==> config.mk <==
export PLATFORM = sky130hd
export DESIGN_NAME = record_sort_by_key_top
export DESIGN_NICKNAME = d
export VERILOG_FILES = /design/src/hdl/rsbk_pkg.sv /design/src/hdl/record_sort_by_key_top.sv
export SDC_FILE = /design/constraint.sdc
export NUM_CORES = 2
export LEC_CHECK = 0
export BUFFER_PORTS_ARGS = -buffer_cell sky130_fd_sc_hd__buf_2
export CORE_MARGIN = 5
export CORE_UTILIZATION = 60
export CTS_BUF_LIST = sky130_fd_sc_hd__clkbuf_8
export DETAILED_ROUTE_END_ITERATION = 8
export PLACE_DENSITY = 0.78
export RECOVER_POWER = 50
export SYNTH_ARGS = -nofsm -noshare
export SYNTH_HDL_FRONTEND = slang
export SYNTH_SLANG_ARGS = --single-unit
==> constraint.sdc <==
create_clock -name clk -period 12.47 [get_ports clk]
set_clock_uncertainty 0.05 [all_clocks]
set_input_delay 2.494 -clock clk [delete_from_list [all_inputs] [get_ports clk]]
set_output_delay 2.494 -clock clk [all_outputs]
set_load 0.005 [all_outputs]
==> src/hdl/rsbk_pkg.sv <==
package rsbk_pkg;

	localparam int MAX_RECORDS = 16;
	localparam int TEXT_BYTES  = 7;
	localparam int TEXT_W      = 8 * TEXT_BYTES;
	localparam int SCORE_W     = 7;
	localparam int IDX_W       = $clog2(MAX_RECORDS);
	localparam int CNT_W       = IDX_W + 1;

	localparam logic [SCORE_W-1:0] SCORE_MAX = SCORE_W'(100);

	typedef struct packed {
		logic [TEXT_W-1:0]  key;
		logic [TEXT_W-1:0]  payload;
		logic [SCORE_W-1:0] score;
	} rec_t;

	typedef enum logic [2:0] {
		ST_LOAD,
		ST_PASS_RD,
		ST_PASS_LATCH,
		ST_PASS_CMP,
		ST_PASS_WLAST,
		ST_EMIT_RD,
		ST_EMIT_SHOW
	} state_t;

endpackage

==> src/hdl/record_sort_by_key_top.sv <==
// After the final request of a set, its n records are bubble-sorted, one compare/exchange
//   per cycle, each pass going through read, latch, compare and last-write states; then
//   each result is read from the store and shown until the output side takes it.
// Throughput: one load request per cycle while a set fills; no new requests are taken
//   while a set is being sorted and emitted.
// Reset: arst_n clears the sequencer and the record count; the record store is not cleared.
module record_sort_by_key_top (
	input  logic                          clk,
	input  logic                          arst_n,
	input  logic                          in_valid,
	output logic                          in_stall,
	input  logic [rsbk_pkg::TEXT_W-1:0]   key_text,
	input  logic [rsbk_pkg::TEXT_W-1:0]   payload_text,
	input  logic [rsbk_pkg::SCORE_W-1:0]  score,
	input  logic                          final_record,
	output logic                          out_valid,
	input  logic                          out_stall,
	output logic [rsbk_pkg::TEXT_W-1:0]   sorted_key,
	output logic [rsbk_pkg::TEXT_W-1:0]   sorted_payload,
	output logic [rsbk_pkg::SCORE_W-1:0]  sorted_score,
	output logic                          end_of_set
);

	// Record store: one write port, one registered read port.
	rsbk_pkg::rec_t store_mem [rsbk_pkg::MAX_RECORDS];
	rsbk_pkg::rec_t rd_q;

	rsbk_pkg::state_t state_q, state_d;

	logic [rsbk_pkg::CNT_W-1:0] count_q;   // records in the current set
	logic [rsbk_pkg::CNT_W-1:0] k_q;       // emit position
	logic [rsbk_pkg::IDX_W-1:0] j_q;       // compare position within a pass
	logic [rsbk_pkg::IDX_W-1:0] last_q;    // last slot the current pass touches
	rsbk_pkg::rec_t             carry_q;   // largest record seen so far in the pass

	// Shared memory controls
	logic                       we;
	logic [rsbk_pkg::IDX_W-1:0] waddr;
	rsbk_pkg::rec_t             wdata;
	logic                       re;
	logic [rsbk_pkg::IDX_W-1:0] raddr;

	logic                       in_acc;
	logic                       out_acc;
	logic                       has_room;
	logic [rsbk_pkg::CNT_W-1:0] n_next;
	logic                       swap;
	logic                       pass_end;
	logic                       last_out;
	logic [rsbk_pkg::SCORE_W-1:0] score_sat;
	rsbk_pkg::rec_t             in_rec;

	assign in_acc   = in_valid && !in_stall;
	assign out_acc  = out_valid && !out_stall;
	assign has_room = count_q < rsbk_pkg::CNT_W'(rsbk_pkg::MAX_RECORDS);
	assign n_next   = has_room ? count_q + rsbk_pkg::CNT_W'(1) : count_q;

	// Saturate the score, then pack the incoming request.
	assign score_sat = (score > rsbk_pkg::SCORE_MAX) ? rsbk_pkg::SCORE_MAX : score;
	assign in_rec    = '{key: key_text, payload: payload_text, score: score_sat};

	// The one comparator: strictly greater moves the carried record on, so equal keys
	// keep their load order.
	assign swap     = carry_q.key > rd_q.key;
	assign pass_end = (j_q + rsbk_pkg::IDX_W'(1)) == last_q;
	assign last_out = k_q == (count_q - rsbk_pkg::CNT_W'(1));

	// Next state
	always_comb begin
		state_d = state_q;
		unique case (state_q)
			rsbk_pkg::ST_LOAD: begin
				if (in_acc && final_record) begin
					state_d = (n_next == rsbk_pkg::CNT_W'(1)) ? rsbk_pkg::ST_EMIT_RD
						: rsbk_pkg::ST_PASS_RD;
				end
			end
			rsbk_pkg::ST_PASS_RD:    state_d = rsbk_pkg::ST_PASS_LATCH;
			rsbk_pkg::ST_PASS_LATCH: state_d = rsbk_pkg::ST_PASS_CMP;
			rsbk_pkg::ST_PASS_CMP: begin
				if (pass_end) state_d = rsbk_pkg::ST_PASS_WLAST;
			end
			rsbk_pkg::ST_PASS_WLAST: begin
				state_d = (last_q == rsbk_pkg::IDX_W'(1)) ? rsbk_pkg::ST_EMIT_RD
					: rsbk_pkg::ST_PASS_RD;
			end
			rsbk_pkg::ST_EMIT_RD:    state_d = rsbk_pkg::ST_EMIT_SHOW;
			rsbk_pkg::ST_EMIT_SHOW: begin
				if (out_acc) state_d = last_out ? rsbk_pkg::ST_LOAD : rsbk_pkg::ST_EMIT_RD;
			end
			default:                 state_d = rsbk_pkg::ST_LOAD;
		endcase
	end

	// Outputs and memory controls
	always_comb begin
		we        = 1'b0;
		waddr     = j_q;
		wdata     = carry_q;
		re        = 1'b0;
		raddr     = j_q + rsbk_pkg::IDX_W'(2);
		in_stall  = 1'b1;
		out_valid = 1'b0;
		unique case (state_q)
			rsbk_pkg::ST_LOAD: begin
				in_stall = 1'b0;
				// Drop a request that arrives with the store full.
				we    = in_acc && has_room;
				waddr = count_q[rsbk_pkg::IDX_W-1:0];
				wdata = in_rec;
			end
			rsbk_pkg::ST_PASS_RD: begin
				re    = 1'b1;
				raddr = '0;
			end
			rsbk_pkg::ST_PASS_LATCH: begin
				re    = 1'b1;
				raddr = rsbk_pkg::IDX_W'(1);
			end
			rsbk_pkg::ST_PASS_CMP: begin
				// Drop the smaller record behind, fetch the next one ahead.
				we    = 1'b1;
				waddr = j_q;
				wdata = swap ? rd_q : carry_q;
				re    = 1'b1;
			end
			rsbk_pkg::ST_PASS_WLAST: begin
				we    = 1'b1;
				waddr = last_q;
				wdata = carry_q;
			end
			rsbk_pkg::ST_EMIT_RD: begin
				re    = 1'b1;
				raddr = k_q[rsbk_pkg::IDX_W-1:0];
			end
			rsbk_pkg::ST_EMIT_SHOW: begin
				out_valid = 1'b1;
			end
			default: begin
				in_stall = 1'b1;
			end
		endcase
	end

	assign sorted_key     = rd_q.key;
	assign sorted_payload = rd_q.payload;
	assign sorted_score   = rd_q.score;
	assign end_of_set     = last_out;

	// Store; read data only advances on a read, so a stalled result holds.
	always_ff @(posedge clk) begin
		if (we) store_mem[waddr] <= wdata;
		if (re) rd_q <= store_mem[raddr];
	end

	always_ff @(posedge clk) begin
		if (state_q == rsbk_pkg::ST_PASS_LATCH) begin
			carry_q <= rd_q;
		end else if (state_q == rsbk_pkg::ST_PASS_CMP && !swap) begin
			carry_q <= rd_q;
		end
	end

	always_ff @(posedge clk or negedge arst_n) begin
		if (!arst_n) begin
			state_q <= rsbk_pkg::ST_LOAD;
			count_q <= '0;
			k_q     <= '0;
			j_q     <= '0;
			last_q  <= '0;
		end else begin
			state_q <= state_d;
			unique case (state_q)
				rsbk_pkg::ST_LOAD: begin
					if (in_acc) begin
						count_q <= n_next;
						k_q     <= '0;
						last_q  <= rsbk_pkg::IDX_W'(n_next - rsbk_pkg::CNT_W'(1));
					end
				end
				rsbk_pkg::ST_PASS_LATCH: j_q <= '0;
				rsbk_pkg::ST_PASS_CMP: begin
					if (!pass_end) j_q <= j_q + rsbk_pkg::IDX_W'(1);
				end
				rsbk_pkg::ST_PASS_WLAST: last_q <= last_q - rsbk_pkg::IDX_W'(1);
				rsbk_pkg::ST_EMIT_SHOW: begin
					if (out_acc) begin
						if (last_out) begin
							count_q <= '0;
						end else begin
							k_q <= k_q + rsbk_pkg::CNT_W'(1);
						end
					end
				end
				default: begin
					j_q <= j_q;
				end
			endcase
		end
	end

endmodule
==> flow_metrics.env <==
export IMPL_status="complete, but fails checks"
export IMPL_violations="max-capacitance violations, max-slew violations"
export IMPL_synth_nets=6464
export IMPL_numCtsBuffers=349
export IMPL_gp_congestion=0.790
export IMPL_critical_path_class="flip-flop to flip-flop"
export IMPL_dieArea_um2=155000
export IMPL_worst_pin_slew_ps=5260
export IMPL_finalNetCount=6607
export IMPL_first_pass_iters=6
export IMPL_finalHoldViolations=0
export IMPL_die_y_um=394
export IMPL_vias=57900
export IMPL_slowest_delay_ps=3730
export IMPL_hpwl_mm=112
export IMPL_antenna_found_initial=10
export IMPL_setup_violations_final=0
export IMPL_slew_violations=1591
export IMPL_seqCellArea_um2=64800
export IMPL_critPathMaxFanout=43
export IMPL_grt_total_usage_pct=29.1
export IMPL_synth_seq_cells=2163
export IMPL_wl_per_cell_um=27.1
export IMPL_cts_tree="built"
export IMPL_port_buffers=245
export IMPL_avgViaCountPerCell=6.74
export IMPL_synth_ff_type="edfxtp_1"
export IMPL_placementRows=141
export IMPL_multiInputGateArea_um2=21100
export IMPL_synth_cells=6275
export IMPL_yosysTopAreaCell="edfxtp_1"
export IMPL_cts_sinks=2163
export IMPL_grt_pass1_wl_mm=347
export IMPL_yosysMostFrequentCell="edfxtp_1"
export IMPL_remaining_drc_errors=0
export IMPL_areaGrowthSynthToFinish_pct=9.01
export IMPL_ctsResizeCount=0
export IMPL_cts_setup_buffers=0
export IMPL_cpMaxStageDelayCell="or2_0"
export IMPL_h_tree_depth=5
export IMPL_worstSetupStartpointType="flip-flop"
export IMPL_postCtsHoldBufs=0
export IMPL_pin_count=246
export IMPL_start_util_pct=60.2
export IMPL_maxCapViolCount=33
export IMPL_async_reset_ff_share_pct=0.971
export IMPL_slew_headroom_pct=-251
export IMPL_finalCritPeriodShare_pct=68.9
export IMPL_cp_data_required_time_ps=12920
export IMPL_wirelength_mm=233
export IMPL_drt_iter0_drc=8057
export IMPL_synth_top_area_share_pct=72.6
export IMPL_min_path_type="flip-flop to flip-flop"
export IMPL_fmax_mhz=116
export IMPL_syn_area_per_cell_um2=14.1
export IMPL_grt_setup_unrepaired="false"
export IMPL_fillers=10100
export IMPL_synth_edf_count=2142
export IMPL_final_layout_size_suffix_gt1_share_pct=9.57
export IMPL_worstSetupEndpointType="flip-flop"
export IMPL_syn_area_um2=88500
export IMPL_hold_ws_ps=393
export IMPL_ant_nets=0
export IMPL_grt_max_degree=223
export IMPL_ys_types=67
export IMPL_setup_tns_final_ps=0
export IMPL_finalCriticalPeriod_ps=8590
export IMPL_clk_latency_ps=1030
export IMPL_netlist_top_cells_count="edfxtp_1, nand2_1, a211oi_1"
export IMPL_grt_pass1_vias=56700
export IMPL_coreArea_um2=147000
export IMPL_clock_root_buffer="clkbuf_8"
export IMPL_clk_path_buf_depth=4
export IMPL_dieWidth_um=394
export IMPL_worstPathCellList="nor2b_1 -> or2_0 -> clkbuf_1"
export IMPL_path_clk_slew_ps=60
export IMPL_synth_seq_area_share_pct=73.2
export IMPL_overflow=0
export IMPL_arrival_ps=9040
export IMPL_ys_warn_count=0
export IMPL_synthTopCellsByArea="edfxtp_1, a211oi_1, nand2_1"
-- final timing paths --
kind,start,endpoint,slack [ps],cells after the start
hold reg to reg,sorted_payload[1]$_DFFE_PP_,carry_q[8]$_DFFE_PP_,390,0
setup / recovery,state_q[0]$_DFFE_PN0P_,sorted_payload[0]$_DFFE_PP_,3880,3
max in group asynchronous,arst_n,j_q[3]$_DFFE_PN0P_,9930,1
min in group asynchronous,arst_n,state_q[0]$_DFFE_PN0P_,1670,1
setup reg to reg,state_q[0]$_DFFE_PN0P_,sorted_payload[0]$_DFFE_PP_,3880,3
hold / removal,sorted_payload[1]$_DFFE_PP_,carry_q[8]$_DFFE_PP_,390,0
-- state kept, by name (all words and copies together), names as in the netlist --
signal / count
store_mem: 1904
carry_q: 119
sorted_key: 56
sorted_payload: 56
sorted_score: 7
count_q: 5
k_q: 5
j_q: 4
last_q: 4
state_q: 3
-- final cells by class --
class                   count  share of cell area [%]
inverters                  71                   0.281
flip-flops and latches   2163                    67.2
repair buffers            323                    1.89
multi-input cells        3510                    21.9
diodes                      5                  0.0130
well taps                1930                    2.50
clock inverters           236                    1.18
clock buffers             353                    5.03
-- cell families (layout without fill, tap and decap cells) --
group / Yosys count / in the layout / synth area share, %
fa+ha+maj: 65 / 65 / 0.919
simple gates: 1760 / 1760 / 9.19
flops: 2163 / 2163 / 73.2
buf+inv: 602 / 983 / 2.91
other cells: 0 / 5 / 0
mux: 7 / 7 / 0.0791
compound gates: 1657 / 1657 / 13.5
xor+xnor: 21 / 21 / 0.208
-- worst max-delay path, delay by kind of cell (launching register included) --
family,cells,cell delay (ps)
and+or+nand+nor,2,4290
DFF,1,810
buffers and inverters,1,2740
-- layer usage --
metal / GRT usage, % / vias to the layer above / part of all wire [%]
met5: 0 / - / 0.0056
met4: 10.7 / 2 / 3.2
met3: 6.87 / 503 / 12
met2: 45.4 / 3968 / 47
met1: 40.6 / 28500 / 38
li1: - / 25000 / -
-- per-stage QoR --
| step | setup slack, ps | cell area, um2 | util, % | cells |
|---|---|---|---|---|
| 2_1_floorplan | 3110 | 88500 | - | 6275 |
| 3_3_place_gp | 6360 | 91000 | 61.8 | 7997 |
| 3_5_place_dp | 6320 | 91000 | 61.8 | 7997 |
| 4_1_cts | 6850 | 97000 | 65.9 | 8586 |
| 5_1_grt | 3540 | 96500 | 65.6 | 8588 |
| 6_report | 3880 | 96500 | 65.6 | 8591 |
-- cell usage in the layout, fill, tap and decap left out, drive strengths merged, types with 65 or more instances in the layout --
cell       n
a21oi    279
clkbuf   470
edfxtp  2142
ha        65
clkinv   113
a311oi   238
buf      206
inv      181
and3     478
nand2   1115
a211oi   652
a31oi    243
o21ai     81
Power is left out: the tool's default activity adds up to more than one toggle a clock period on the data nets, which glitch-free logic cannot reach.
